File: src/rtl/lwwt_pkg.sv
// types, codes and defaults for the lock waiter wake-up table
`default_nettype none

package lwwt_pkg;

  // default sizes
  localparam int NUM_PROCS_DEF = 16;
  localparam int ADDR_BITS_DEF = 32;

  // reset value of the active processor register
  localparam logic [4:0] ACTIVE_PROCS_RST = 5'd16;

  // stall status codes
  localparam logic [1:0] STAT_BUSY  = 2'd0;
  localparam logic [1:0] STAT_SYNCH = 2'd1;

  // event codes
  typedef enum logic [3:0] {
    OP_START       = 4'd0,
    OP_EXIT        = 4'd1,
    OP_RESUME      = 4'd2,
    OP_STOP        = 4'd3,
    OP_LOCK_WAIT   = 4'd4,
    OP_WAKE_ONE    = 4'd5,
    OP_WAKE_ALL    = 4'd6,
    OP_ENTER_SYNCH = 4'd7,
    OP_LEAVE_SYNCH = 4'd8
  } op_t;

  // sequencer states
  typedef enum logic [1:0] {
    ST_IDLE,
    ST_SCAN,
    ST_DONE
  } state_t;

  // request beat
  typedef struct packed {
    logic [3:0]  opcode;
    logic [3:0]  proc_id;
    logic [1:0]  stop_status;
    logic [31:0] lock_address;
  } req_t;

  // response beat
  typedef struct packed {
    logic       woke_valid;
    logic [3:0] woke_proc;
    logic       sim_ended;
    logic [4:0] running_count;
  } rsp_t;

  // sequencer to datapath controls
  typedef struct packed {
    logic ready;
    logic issue;
    logic check;
    logic wake_one;
    logic finish;
  } scan_ctl_t;

endpackage

`default_nettype wire

File: src/rtl/lwwt_ram.sv
// generic single write, single read ram with registered read data
`default_nettype none

module lwwt_ram #(
  parameter int WIDTH = 32,
  parameter int DEPTH = 16
) (
  input  logic                     clk,
  input  logic                     we,
  input  logic [$clog2(DEPTH)-1:0] waddr,
  input  logic [WIDTH-1:0]         wdata,
  input  logic [$clog2(DEPTH)-1:0] raddr,
  output logic [WIDTH-1:0]         rdata
);

  logic [WIDTH-1:0] mem [DEPTH];

  // write port
  always_ff @(posedge clk) begin
    if (we) begin
      mem[waddr] <= wdata;
    end
  end

  // registered read port
  always_ff @(posedge clk) begin
    rdata <= mem[raddr];
  end

endmodule

`default_nettype wire

File: src/rtl/lwwt_seq.sv
// sequencer for the round-robin address scan of the waiter table
`default_nettype none

module lwwt_seq #(
  parameter int NUM_PROCS = lwwt_pkg::NUM_PROCS_DEF,
  localparam int IDX_W = $clog2(NUM_PROCS),
  localparam int CNT_W = $clog2(NUM_PROCS + 1)
) (
  input  logic                clk,
  input  logic                rst,
  input  logic                start,
  input  logic                start_wake,
  input  logic                start_one,
  input  logic [CNT_W-1:0]    n,
  input  logic                hit,
  input  logic                out_free,
  output lwwt_pkg::scan_ctl_t ctl,
  output logic [IDX_W-1:0]    rd_idx,
  output logic [IDX_W-1:0]    chk_idx
);

  lwwt_pkg::state_t state, state_next;

  logic [IDX_W-1:0] scan_idx;
  logic [IDX_W-1:0] last_woken;
  logic [CNT_W-1:0] issued;
  logic             chk_pend;
  logic             mode_one;
  logic             issue_more;

  // next entry in round-robin order, wrapping at the scan limit
  function automatic logic [IDX_W-1:0] rr_next(input logic [IDX_W-1:0] idx,
                                                input logic [CNT_W-1:0] lim);
    logic [CNT_W-1:0] inc;
    inc = CNT_W'(idx) + CNT_W'(1);
    return (inc >= lim) ? '0 : IDX_W'(inc);
  endfunction

  assign issue_more = (issued != n);
  assign rd_idx     = scan_idx;

  // next state
  always_comb begin
    state_next = state;
    unique case (state)
      lwwt_pkg::ST_IDLE: begin
        if (start) begin
          state_next = start_wake ? lwwt_pkg::ST_SCAN : lwwt_pkg::ST_DONE;
        end
      end
      lwwt_pkg::ST_SCAN: begin
        // stop on the first wake-one match, or once the last entry is checked
        if ((chk_pend && hit && mode_one) || !issue_more) begin
          state_next = lwwt_pkg::ST_DONE;
        end
      end
      lwwt_pkg::ST_DONE: begin
        if (out_free) begin
          state_next = lwwt_pkg::ST_IDLE;
        end
      end
      default: state_next = lwwt_pkg::ST_IDLE;
    endcase
  end

  // state outputs
  always_comb begin
    ctl          = '0;
    ctl.wake_one = mode_one;
    unique case (state)
      lwwt_pkg::ST_IDLE: ctl.ready  = 1'b1;
      lwwt_pkg::ST_SCAN: begin
        ctl.issue = issue_more;
        ctl.check = chk_pend;
      end
      lwwt_pkg::ST_DONE: ctl.finish = out_free;
      default: ctl = '0;
    endcase
  end

  // scan pointer, issue count and round-robin position
  always_ff @(posedge clk) begin
    if (rst) begin
      state      <= lwwt_pkg::ST_IDLE;
      scan_idx   <= '0;
      chk_idx    <= '0;
      last_woken <= '0;
      issued     <= '0;
      chk_pend   <= 1'b0;
      mode_one   <= 1'b0;
    end else begin
      state    <= state_next;
      chk_pend <= ctl.issue;
      if (start && start_wake) begin
        scan_idx <= start_one ? rr_next(last_woken, n) : '0;
        issued   <= '0;
        mode_one <= start_one;
      end
      if (ctl.issue) begin
        scan_idx <= rr_next(scan_idx, n);
        issued   <= issued + CNT_W'(1);
        chk_idx  <= scan_idx;
      end
      if (ctl.check && mode_one) begin
        last_woken <= chk_idx;
      end
    end
  end

endmodule

`default_nettype wire

File: src/rtl/lock_waiter_wakeup_table_top.sv
// top level of the lock waiter wake-up table
// Usage: each request beat on req (valid/ready) carries one event for the
// per-processor table: start, exit, resume, stop, lock wait, wake one, wake
// all, enter synch or leave synch. Every event gives exactly one response
// beat on rsp (valid/ready) with the woken processor, the end flag and the
// running count after the event.
// Wake one and wake all walk the waiter address memory one entry per cycle
// through a single comparator, n entries where n is active_procs limited
// to 1..NUM_PROCS; wake one stops early when it finds its waiter, and the
// response follows once the scan ends.
// One event at a time: req_ready is high only while the sequencer is idle,
// so a new beat is taken only once the previous event has passed its
// response to the output register.
// A finished response moves into the output register and the next request
// can be taken while it waits; if the receiver stalls, a second response
// holds the sequencer until the output register frees.
// Reset (synchronous, active high) empties the table: no waiters, only
// processor 0 running, count and end flag zero, active_procs 16.
// cfg_we writes active_procs at once; write it only while idle.
`default_nettype none

module lock_waiter_wakeup_table_top #(
  parameter int NUM_PROCS = lwwt_pkg::NUM_PROCS_DEF,
  parameter int ADDR_BITS = lwwt_pkg::ADDR_BITS_DEF
) (
  input  logic           clk,
  input  logic           rst,
  input  logic           req_valid,
  output logic           req_ready,
  input  lwwt_pkg::req_t req,
  output logic           rsp_valid,
  input  logic           rsp_ready,
  output lwwt_pkg::rsp_t rsp,
  input  logic           cfg_we,
  input  logic [4:0]     cfg_data
);

  localparam int IDX_W = $clog2(NUM_PROCS);
  localparam int CNT_W = $clog2(NUM_PROCS + 1);
  localparam int AW    = (ADDR_BITS < 32) ? ADDR_BITS : 32;
  localparam int NW    = (CNT_W > 5) ? CNT_W : 5;
  localparam int CAP   = (NUM_PROCS < 31) ? NUM_PROCS : 31;

  lwwt_pkg::scan_ctl_t ctl;
  lwwt_pkg::op_t       op;

  logic [4:0]       active_procs;
  logic [NW-1:0]    ap_w;
  logic [CNT_W-1:0] n;

  logic [NUM_PROCS-1:0]      addr_valid;
  logic [NUM_PROCS-1:0]      run_flag;
  logic [NUM_PROCS-1:0]      unstalled_flag;
  logic [NUM_PROCS-1:0][1:0] stall_code;
  logic [4:0]                started_count;
  logic                      end_flag;
  logic                      woke_v;
  logic [3:0]                woke_p;

  logic [AW-1:0]    lock_reg;
  logic [AW-1:0]    lk;
  logic [AW-1:0]    ram_q;
  logic [IDX_W-1:0] pid;
  logic [IDX_W-1:0] rd_idx;
  logic [IDX_W-1:0] chk_idx;
  logic             pok;
  logic             start;
  logic             start_wake;
  logic             start_one;
  logic             ram_we;
  logic             hit;
  logic             out_free;

  // request decode
  assign op         = lwwt_pkg::op_t'(req.opcode);
  assign pid        = IDX_W'(req.proc_id);
  assign pok        = {28'd0, req.proc_id} < 32'(NUM_PROCS);
  assign lk         = AW'(req.lock_address);
  assign req_ready  = ctl.ready;
  assign start      = req_valid && ctl.ready;
  assign start_one  = (op == lwwt_pkg::OP_WAKE_ONE);
  assign start_wake = start_one || (op == lwwt_pkg::OP_WAKE_ALL);
  assign ram_we     = start && pok && (op == lwwt_pkg::OP_LOCK_WAIT);
  assign out_free   = !rsp_valid || rsp_ready;

  // scan limit, active_procs held to 1..NUM_PROCS
  assign ap_w = NW'(active_procs);
  assign n    = (ap_w == '0)             ? CNT_W'(1) :
                (ap_w > NW'(NUM_PROCS))  ? CNT_W'(NUM_PROCS) : CNT_W'(ap_w);

  // shared comparator: checked entry against the latched lock address
  assign hit = ctl.check && addr_valid[chk_idx] && (ram_q == lock_reg) &&
               (lock_reg != '0);

  lwwt_seq #(
    .NUM_PROCS(NUM_PROCS)
  ) u_seq (
    .clk       (clk),
    .rst       (rst),
    .start     (start),
    .start_wake(start_wake),
    .start_one (start_one),
    .n         (n),
    .hit       (hit),
    .out_free  (out_free),
    .ctl       (ctl),
    .rd_idx    (rd_idx),
    .chk_idx   (chk_idx)
  );

  lwwt_ram #(
    .WIDTH(AW),
    .DEPTH(NUM_PROCS)
  ) u_addr_ram (
    .clk  (clk),
    .we   (ram_we),
    .waddr(pid),
    .wdata(lk),
    .raddr(rd_idx),
    .rdata(ram_q)
  );

  // latched lock address for the scan
  always_ff @(posedge clk) begin
    if (start) begin
      lock_reg <= lk;
    end
  end

  // per-processor flags, counters and wake result
  always_ff @(posedge clk) begin
    if (rst) begin
      active_procs   <= lwwt_pkg::ACTIVE_PROCS_RST;
      addr_valid     <= '0;
      run_flag       <= NUM_PROCS'(1);
      unstalled_flag <= NUM_PROCS'(1);
      stall_code     <= '0;
      started_count  <= '0;
      end_flag       <= 1'b0;
      woke_v         <= 1'b0;
      woke_p         <= '0;
    end else begin
      if (cfg_we) begin
        active_procs <= cfg_data;
      end
      if (start) begin
        woke_v <= 1'b0;
        woke_p <= '0;
        if (pok) begin
          unique case (op)
            lwwt_pkg::OP_START: begin
              if (started_count < 5'(CAP)) begin
                started_count <= started_count + 5'd1;
              end
              run_flag[pid]       <= 1'b1;
              unstalled_flag[pid] <= 1'b1;
              stall_code[pid]     <= lwwt_pkg::STAT_BUSY;
            end
            lwwt_pkg::OP_EXIT: begin
              if (started_count != 5'd0) begin
                started_count <= started_count - 5'd1;
              end
              run_flag[pid]       <= 1'b0;
              unstalled_flag[pid] <= 1'b0;
              if (req.proc_id == 4'd0) begin
                end_flag <= 1'b1;
              end
            end
            lwwt_pkg::OP_RESUME: begin
              run_flag[pid] <= 1'b1;
              if (stall_code[pid] != lwwt_pkg::STAT_SYNCH) begin
                stall_code[pid] <= lwwt_pkg::STAT_BUSY;
              end
            end
            lwwt_pkg::OP_STOP: begin
              run_flag[pid] <= 1'b0;
              if (stall_code[pid] != lwwt_pkg::STAT_SYNCH) begin
                stall_code[pid] <= req.stop_status;
              end
            end
            lwwt_pkg::OP_LOCK_WAIT: begin
              unstalled_flag[pid] <= 1'b0;
              addr_valid[pid]     <= 1'b1;
            end
            lwwt_pkg::OP_ENTER_SYNCH: stall_code[pid] <= lwwt_pkg::STAT_SYNCH;
            lwwt_pkg::OP_LEAVE_SYNCH: stall_code[pid] <= lwwt_pkg::STAT_BUSY;
            default: ;
          endcase
        end
      end
      // release a matching waiter
      if (hit) begin
        addr_valid[chk_idx]     <= 1'b0;
        unstalled_flag[chk_idx] <= 1'b1;
        if (ctl.wake_one) begin
          woke_v <= 1'b1;
          woke_p <= 4'(chk_idx);
        end
      end
    end
  end

  // output register
  always_ff @(posedge clk) begin
    if (rst) begin
      rsp_valid <= 1'b0;
    end else if (ctl.finish) begin
      rsp_valid <= 1'b1;
    end else if (rsp_ready) begin
      rsp_valid <= 1'b0;
    end
  end

  // response beat payload
  always_ff @(posedge clk) begin
    if (ctl.finish) begin
      rsp.woke_valid    <= woke_v;
      rsp.woke_proc     <= woke_p;
      rsp.sim_ended     <= end_flag;
      rsp.running_count <= started_count;
    end
  end

endmodule

`default_nettype wire

File: config.mk
export PLATFORM = sky130hd
export DESIGN_NAME = lock_waiter_wakeup_table_top
export DESIGN_NICKNAME = d
export VERILOG_FILES = /design/src/rtl/lwwt_pkg.sv /design/src/rtl/lwwt_ram.sv /design/src/rtl/lwwt_seq.sv /design/src/rtl/lock_waiter_wakeup_table_top.sv
export SDC_FILE = /design/constraint.sdc
export NUM_CORES = 1
export LEC_CHECK = 0
export ABC_AREA = 1
export BUFFER_PORTS_ARGS = -buffer_cell sky130_fd_sc_hd__buf_4
export CAP_MARGIN = 20
export CORE_ASPECT_RATIO = 0.9
export CORE_UTILIZATION = 45
export CTS_CLUSTER_DIAMETER = 120
export DETAILED_ROUTE_END_ITERATION = 8
export GPL_TIMING_DRIVEN = 0
export PLACE_DENSITY = 0.59
export SLEW_MARGIN = 0
export SYNTH_ARGS = -nofsm -noshare
export SYNTH_HDL_FRONTEND = slang
export SYNTH_SLANG_ARGS = --single-unit
export TNS_END_PERCENT = 20
File: constraint.sdc
create_clock -name clk -period 9.5 [get_ports clk]
set_clock_uncertainty 0.15 [all_clocks]
set_input_delay 0.475 -clock clk [delete_from_list [all_inputs] [get_ports clk]]
set_output_delay 0.475 -clock clk [all_outputs]
set_load 0.01 [all_outputs]
# Word level (Yosys, flattened, before mapping)

Memory sizes are Yosys's and may differ from the RTL's. A register that Yosys moved wholly into a read port is not among the register bits.
Cells that the tools add are included.
Widths: inputs -> output; s select.

Register bits after elaboration: 97
Memory bits (writable): 512
Input bits: 52
Output and inout port bits: 13
Logic and storage cells: 119
Memories kept: 1

$add $sub $neg: 5
$lt $le $gt $ge: 8
Eq/ne operators: 13
Mux-type cells: 41
Bitwise logic cells: 3
Reduce and logical (&&, ||, !) cells: 29

Memories:

| name           | depth | bits a word | read ports | clocked after memory_dff | write ports | RTL line       | text |
|---|---|---|---|---|---|---|---|
| u_addr_ram.mem | 16    | 32          | 1          | 1                        | 1           | lwwt_ram.sv:16 | `logic [WIDTH-1:0] mem [DEPTH];` |

Operators with widths:

| kind                | number |
|---|---|
| $mux 16             | 4 |
| $eq 32x32->1        | 1 |
| $mux 4              | 8 |
| $reduce_bool 32->1  | 1 |
| $mux 5              | 6 |
| $and 16x16->16      | 1 |
| $not 16->16         | 1 |
| $or 16x16->16       | 1 |
| $mux 1              | 13 |
| $eq 4x3->1 const B  | 3 |
| $logic_and 1x1->1   | 11 |
| $add 4x1->5 const B | 2 |
| $add 5x1->5 const B | 2 |
| $ge 5x5->1          | 2 |
| $lt 4x5->1 const B  | 2 |
| $mux 2              | 5 |
| $pmux 5 s2          | 1 |
| $demux 1 s4         | 2 |
| $ge 4x1->1 const B  | 2 |
| $logic_not 4->1     | 2 |
| $ne 2x1->1 const B  | 3 |
| $pmux 2 s3          | 1 |
| $reduce_and 3->1    | 2 |
| $reduce_bool 2->1   | 3 |
| 16 further kinds    | 20 |

# Logic depth before layout (Yosys ltp)

Gate-level depths: netlist (run 1).

Depth after elaboration: 13
Mapped depth: 17
Mapped depth without buffers: 17

# Cells and area by module

From an unflattened synthesis (run 1), not the netlist that was laid out.

Cell total of the unflattened synthesis: 2,906
Area total of the unflattened synthesis: 28,332.2 µm²

Modules (own cells, without submodules):

| module                       | instances | cells each | area an instance (µm²) | seq. area each (µm²) |
|---|---|---|---|---|
| lwwt_ram                     | 1         | 2,122      | 22,745.6               | 16,015.4 |
| lock_waiter_wakeup_table_top | 1         | 564        | 4,111.4                | 1,951.9 |
| lwwt_seq                     | 1         | 220        | 1,475.2                | 420.4 |

# Least setup slack after synthesis (run 1)

OpenSTA, ideal clock, no wires.

Path kind: reg-to-reg
From: register u_seq.state[1]
To: memory u_addr_ram.mem[10][0] (enable)
Library setup time: 422 ps
Arrival time: 2,883 ps
Data required time: 8,928 ps
Slack: 6,044 ps
Stages on the path, launching flop included: 8
Path buffers: 0
Period minus slack after synthesis: 3,456 ps
Path through: dfxtp_1 nor2_2 nand2_2 inv_2 nand3_2 nor3b_2 inv_2 nor2_1

Longest elaborated chain between the ends: 6

RTL lines:

| item                         | RTL line                           | text |
|---|---|---|
| start: declaration           | lwwt_seq.sv:22                     | `lwwt_pkg::state_t state, state_next;` |
| start signal: assignment     | lwwt_seq.sv:84                     | `state <= lwwt_pkg::ST_IDLE;` |
| start signal: assignment     | lwwt_seq.sv:92                     | `state <= state_next;` |
| $logic_not 2->1              | lwwt_seq.sv:70                     | `unique case (state)` |
| $mux 1                       | lwwt_seq.sv:70                     |  |
| named net req_ready          | lock_waiter_wakeup_table_top.sv:29 | `output logic req_ready,` |
| $logic_and 1x1->1            | lock_waiter_wakeup_table_top.sv:80 | `assign start = req_valid && ctl.ready;` |
| named net start              | lock_waiter_wakeup_table_top.sv:67 | `logic start;` |
| $logic_and 1x1->1            | lock_waiter_wakeup_table_top.sv:83 | `assign ram_we = start && pok && (op == lwwt_pkg::OP_LOCK_WAIT);` |
| $mux 1                       | lwwt_ram.sv:20                     | `if (we) begin` |
| $mux 1 (implied by the code) | lwwt_ram.sv:21                     | `mem[waddr] <= wdata;` |
| end: declaration             | lwwt_ram.sv:16                     |  |

The timed path passes the listed nets, and every way through them passes these cells.

# Worst setup path in the final report (run 1)

From: register u_seq.state[1]
To: memory u_addr_ram.mem[4][4] (enable)

Longest elaborated chain between the ends: 6

RTL lines:

| item                         | RTL line |
|---|---|
| $logic_not 2->1              | lwwt_seq.sv:70 |
| $mux 1                       | lwwt_seq.sv:70 |
| $logic_and 1x1->1            | lock_waiter_wakeup_table_top.sv:80 |
| named net start              | lock_waiter_wakeup_table_top.sv:67 |
| $logic_and 1x1->1            | lock_waiter_wakeup_table_top.sv:83 |
| $mux 1                       | lwwt_ram.sv:20 |
| $mux 1 (implied by the code) | lwwt_ram.sv:21 |

The timed path passes the listed nets, and every way through them passes these cells.

==> results of run 1 <==
## cells by family after synthesis
kind of cell,after synthesis,share of synthesized area
flops,641,0.714
mux,89,0.0346
compound gates,367,0.0928
buf+inv,222,0.0367
fa+ha+maj,15,0.00758
simple gates,691,0.108
xor+xnor,18,0.00612
## tightest hold or removal path, stage by stage
cell     delay [ns]
buf_4          0.11
o21ai_0        0.07
nor2_1         0.09
## path summary, 6_finish.rpt
kind                                          to  depth (start not counted)                        start  slack, ns
setup / recovery  u_addr_ram.mem[4][4]$_DFFE_PP_                          8  u_seq.state[1]$_SDFFE_PP0P_       5.82
hold / removal      active_procs[0]$_SDFFE_PP0P_                          3                       cfg_we       0.03
setup reg to reg  u_addr_ram.mem[4][4]$_DFFE_PP_                          8  u_seq.state[1]$_SDFFE_PP0P_       5.82
hold reg to reg                 rsp[5]$_DFFE_PP_                          0        end_flag$_SDFFE_PP0P_       0.29
## report_power, final
part,switching (mW),internal [mW],total [mW]
logic,0.260,0.109,0.369
clock network,1.06,1.53,2.59
registers,0.0243,3.09,3.12
## layout make-up
class                   instances  area [sq um]
fillers                      4703         26200
multi-input cells            1180          6540
well taps                     756           946
repair buffers                 87           931
inverters                     116           435
flip-flops and latches        641         18400
plain buffers                 106           510
clock inverters                25           251
clock buffers                  96          1900
diodes                          1          2.50
## stage by stage
step	hold slack [ns]	power (mW)	instance area, sq um
after floorplan	0.259	3.36	25800
after global placement	0.264	3.53	27200
after detailed placement	0.273	3.54	27700
after CTS	0.00239	6.10	29900
after global routing	0.0405	6.25	29900
final	0.0277	6.08	29900
## metal layers
layer	global-route usage	part of all wire	vias up
met1	0.356	0.41	8367
met4	0.0956	0.033	0
li1	-	-	7728
met2	0.410	0.47	785
met5	0	0	-
met3	0.0416	0.084	142
## placed cells by master (no fill, tap or decap), types with 2 or more instances in the layout
cell type        n
edfxtp_1       555
nor2_1         333
nand2_1        253
o21ai_0        167
inv_1          104
mux2i_1         89
o221ai_1        89
dfxtp_1         86
clkbuf_1        85
buf_4           74
clkbuf_16       69
nand3_1         49
o32ai_1         32
o211ai_1        32
buf_2           25
a21oi_1         25
nor2_4          19
ha_1            14
inv_2           11
nand4_1         11
xnor2_1         11
o21ai_1         11
nor3_1          10
clkinv_1         9
clkinv_2         9
dlygate4sd3_1    8
buf_16           8
buf_12           8
o22ai_1          7
xor2_1           7
clkbuf_8         7
buf_6            5
bufinv_16        5
nor2_2           4
nand2_2          4
nand3_2          4
o21a_1           2
a211oi_1         2
inv_6            2
## timing repair
action	in CTS	in global routing
endpoints found under the hold margin	6	0
hold buffers	8	0
endpoints found under the setup margin	0	0
==> results.md, run 1 <==
- Status: finished, final reports clean
- Worst-path clk slew: 0.06 ns
- Initial antenna violation count: 1
- Die Width: 254 um
- Placed Instances: 2,878
- Deepest clock path buffer count: 3
- Synth Instances: 2,043
- Rows: 82
- HPWL Detailed: 48,300 um
- Fin. Hold Viols: 0
- Syn nets: 2,110
- Die area: 58,200 sq um
- Max FO, Critical Path: 35
- Unrepaired setup endpoints after global routing: no
- Post-layout util: 0.533
- Core box area: 56,100 sq um
- Min Tclk post-route: 3.68 ns
- Seq/Total Area, Yosys: 0.714
- Worst-skew pair later-pin latency: 0.61 ns
- Worst Setup Start Kind: flip-flop
- Worst path slowest cell: nor2_4
- Routed wire per std cell: 24.4 um
- Top_reg_cell synth: edfxtp_1
- Top cell type's share of synthesized area: 0.647
- FF+latch count, synth: 641
- Area delta synth->final: 16.1%
- CP Capture Type: flip-flop
- Dominant cells by area after synthesis: edfxtp_1 (65%), dfxtp_1 (6.7%), nor2_1 (5.1%), nand2_1 (3.7%), mux2i_1 (3.5%)
- Setup bufs post-CTS: 0
- Pleak: 10.2 nW
- Via count: 17.0k
- Residual DRC: 0
- Post-CTS sizing: 0
- TritonCTS Sinks: 641
- Setup Total Neg Slack: 0 ns
- Final setup viols: 0
- Clock root cell: clkbuf_16
- Max reg flops: 512
- Critical path, cell by cell: nor2_2, nand2_2, inv_2, nand3_2, inv_1, nand3_1, nor2_4, buf_12
- Final WL: 73,500 um
- Hold Path Class: in -> reg
- Fin nets: 2,266
- Vias in the first global route: 16.5k
- Worst vdd ir: 0.145 mV
- Ys async rst share: 0
- Synth warn: 0
- Slew Limit Fails: 0
- Drt first pass iters: 5
- Synth Cell Area: 25,800 sq um
- Largest net degree at the start of global routing: 36
- Worst Path Buf+Inv: 3
- Dpl ws: 5.77 ns
- Floorplan die height: 229 um
- Critical path arrival: 3.82 ns
- Vias/cell: 5.66
- H-tree Lvls: 3
- Crit share post-route: 0.388
- Synth cell count leaders: edfxtp_1 (555), nor2_1 (347), nand2_1 (253)
- Grt ovf: 0
- Post-route setup slack: 5.82 ns
- Initial Util: 0.459
- CTS tree: built
- Area leader, netlist: edfxtp_1
- Worst EP required: 9.64 ns
- Most frequent cell after synthesis: edfxtp_1
- Share of layout cells above drive strength 1: 0.114
- Fmax: 0.272 GHz
- Post-route ant nets: 0
- GRT Total Usage: 0.257
- Yosys cell types: 36
- Worst Max-Slew Pin Slew: 1.09 ns
- Number of synthesized flops with an enable pin: 555
- Maxcap violations: 0
- Power Density: 203 nW/um^2
- CTS buffer count: 67
- Worst setup path class: reg -> reg
- Largest stage delay, worst path: 0.76 ns
- Finished Layout Cells: 3,008
- Iteration-0 DRC Markers: 1,886
- Routability cong.: 0.870
- First-pass GRT wire length: 108,000 um
- CP top delay family: simple AND/OR/NAND/NOR gates
- Max-Slew Margin vs Limit: 0.276
- IO Port Bufs: 62
- Post-Syn Area per Cell: 12.6 sq um
- Boundary Pins: 65
Power figures use the tool's default switching activity.
==> run 2: changes to the inputs <==
==> constraint.sdc (replaced) <==
create_clock -name clk -period 3.85 [get_ports clk]
set_clock_uncertainty 0.15 [all_clocks]
set_input_delay 0.1925 -clock clk [delete_from_list [all_inputs] [get_ports clk]]
set_output_delay 0.1925 -clock clk [all_outputs]
set_load 0.01 [all_outputs]
==> results.md, run 2 (same netlist as run 1, synthesis figures left out) <==
- Unrepaired setup endpoints after global routing: no
- GRT Total Usage: 0.260 (+0.00213)
- Dpl ws: 0.188 ns (-5.59 ns)
- Critical path arrival: 3.80 ns (-0.02 ns)
- First-pass GRT wire length: 109,000 um (+0.96%)
- IO Port Bufs: 62 (unchanged)
- Setup bufs post-CTS: 0 (unchanged)
- Pleak: 10.5 nW (+2.2%)
- Worst setup path class: reg -> reg
- Core box area: 56,100 sq um (unchanged)
- Worst Path Buf+Inv: 3 (unchanged)
- Vias in the first global route: 16.8k (+1.8%)
- Largest net degree at the start of global routing: 36 (unchanged)
- HPWL Detailed: 48,300 um (unchanged)
- Post-layout util: 0.542 (+0.00892)
- Via count: 17.3k (+1.6%)
- CTS tree: built
- Residual DRC: 0 (unchanged)
- Crit share post-route: 0.951 (+0.563)
- Max-Slew Margin vs Limit: 0.291 (+0.0151)
- Fin. Hold Viols: 0 (unchanged)
- CP top delay family: simple AND/OR/NAND/NOR gates
- Deepest clock path buffer count: 3 (unchanged)
- Worst-path clk slew: 0.06 ns (about the same)
- Grt ovf: 0 (unchanged)
- Maxcap violations: 0 (unchanged)
- Worst EP required: 4.00 ns (-5.64 ns)
- Initial antenna violation count: 1 (unchanged)
- Final WL: 74,000 um (+0.75%)
- Share of layout cells above drive strength 1: 0.112 (-0.00248)
- Finished Layout Cells: 3,058 (+1.7%)
- Critical path, cell by cell: nor2_2, nand2_2, inv_2, nand3_2, inv_1, nand3_1, nor2_4, buf_12
- Commonest non-fill, non-tap cell in the layout: edfxtp_1
- Hold Path Class: in -> reg
- Clock root cell: clkbuf_16
- Boundary Pins: 65 (unchanged)
- Min Tclk post-route: 3.66 ns (-0.0223 ns)
- Die area: 58,200 sq um (unchanged)
- Die Width: 254 um (unchanged)
- Post-route setup slack: 0.190 ns (-5.63 ns)
- Fin nets: 2,316 (+2.2%)
- Routability cong.: 0.870 (unchanged)
- Iteration-0 DRC Markers: 1,821 (-3.4%)
- Worst Setup Start Kind: flip-flop
- Fmax: 0.273 GHz (+0.61%)
- Final instance area: 30,400 sq um (+1.7%)
- Final setup viols: 0 (unchanged)
- Routed wire per std cell: 24.2 um (-0.90%)
- Status: finished, final reports clean
- H-tree Lvls: 3 (unchanged)
- Cell area after placement: 27,700 sq um (unchanged)
- Worst Max-Slew Pin Slew: 1.06 ns (-0.0226 ns)
- Initial Util: 0.459 (unchanged)
- Largest stage delay, worst path: 0.76 ns (about the same)
- Slew Limit Fails: 0 (unchanged)
- TritonCTS Sinks: 641 (unchanged)
- Max reg flops: 512 (unchanged)
- Worst vdd ir: 0.360 mV (+150%)
- Max FO, Critical Path: 35 (unchanged)
- Drt first pass iters: 6 (+1)
- Area delta synth->final: 18.0%
- Worst-skew pair later-pin latency: 0.61 ns (about the same)
- Most frequent cells in the layout: edfxtp_1 (555), nor2_1 (333), nand2_1 (253)
- Vias/cell: 5.65 (about the same)
- CP Capture Type: flip-flop
- Floorplan die height: 229 um (unchanged)
- Worst path slowest cell: nor2_4
- Final hold slack: 0.103 ns (+0.0755 ns)
- Placed Instances: 2,878 (unchanged)
- Post-route ant nets: 0 (unchanged)
- CTS buffer count: 67 (unchanged)
- Power Density: 495 nW/um^2 (+140%)
- Rows: 82 (unchanged)
-- run 2: per-layer routing --
metal	vias up	track usage	routed length [um]
met1	8465	0.357	30700
li1	7829	-	-
met5	-	0	0
met2	853	0.416	34700
met4	0	0.0938	2450
met3	144	0.0415	6210
-- run 2: what timing repair did --
item,in CTS,in global routing
resized for setup,0,0
hold buffers,58,0
endpoints found under the hold margin,563,0
-- run 2: layout make-up --
type	instances	area [sq um]
Clock buffer	96	1900
Antenna cell	1	2.50
Tap cell	756	946
Multi-Input combinational cell	1180	6540
Timing Repair Buffer	137	1430
Sequential cell	641	18400
Inverter	116	435
Clock inverter	25	251
Fill cell	4684	25700
Buffer	106	510
-- run 2: through the flow --
step	power [mW]	setup TNS [ns]
3_5_place_dp	8.73	0
2_1_floorplan	8.30	0
4_1_cts	15.1	0
3_3_place_gp	8.71	-893.62
6_report	15.0	0
5_1_grt	15.5	0
-- run 2: report_power, final --
group	leakage, nW	switching (mW)	internal [mW]
Combinational	3.68	0.650	0.302
Sequential	5.72	0.0598	7.64
Clock	1.06	2.63	3.77
Total	10.5	3.34	11.7
-- run 2: worst paths after layout --
check                                    from                              to  slack (ns)  depth (start not counted)
setup / recovery  u_seq.state[1]$_SDFFE_PP0P_  u_addr_ram.mem[4][1]$_DFFE_PP_        0.19                          8
setup reg to reg  u_seq.state[1]$_SDFFE_PP0P_  u_addr_ram.mem[4][1]$_DFFE_PP_        0.19                          8
hold / removal                        req[38]   started_count[0]$_SDFFE_PP0P_        0.10                          7
hold reg to reg          woke_p[3]$_SDFF_PP0_                rsp[9]$_DFFE_PP_        0.29                          0
-- run 2: worst min-delay path, delay by kind of cell --
kind,cells,cell delay (ns)
AOI/OAI and AO/OA,2,0.23
and+or+nand+nor,3,0.24
buffers and inverters,2,0.13
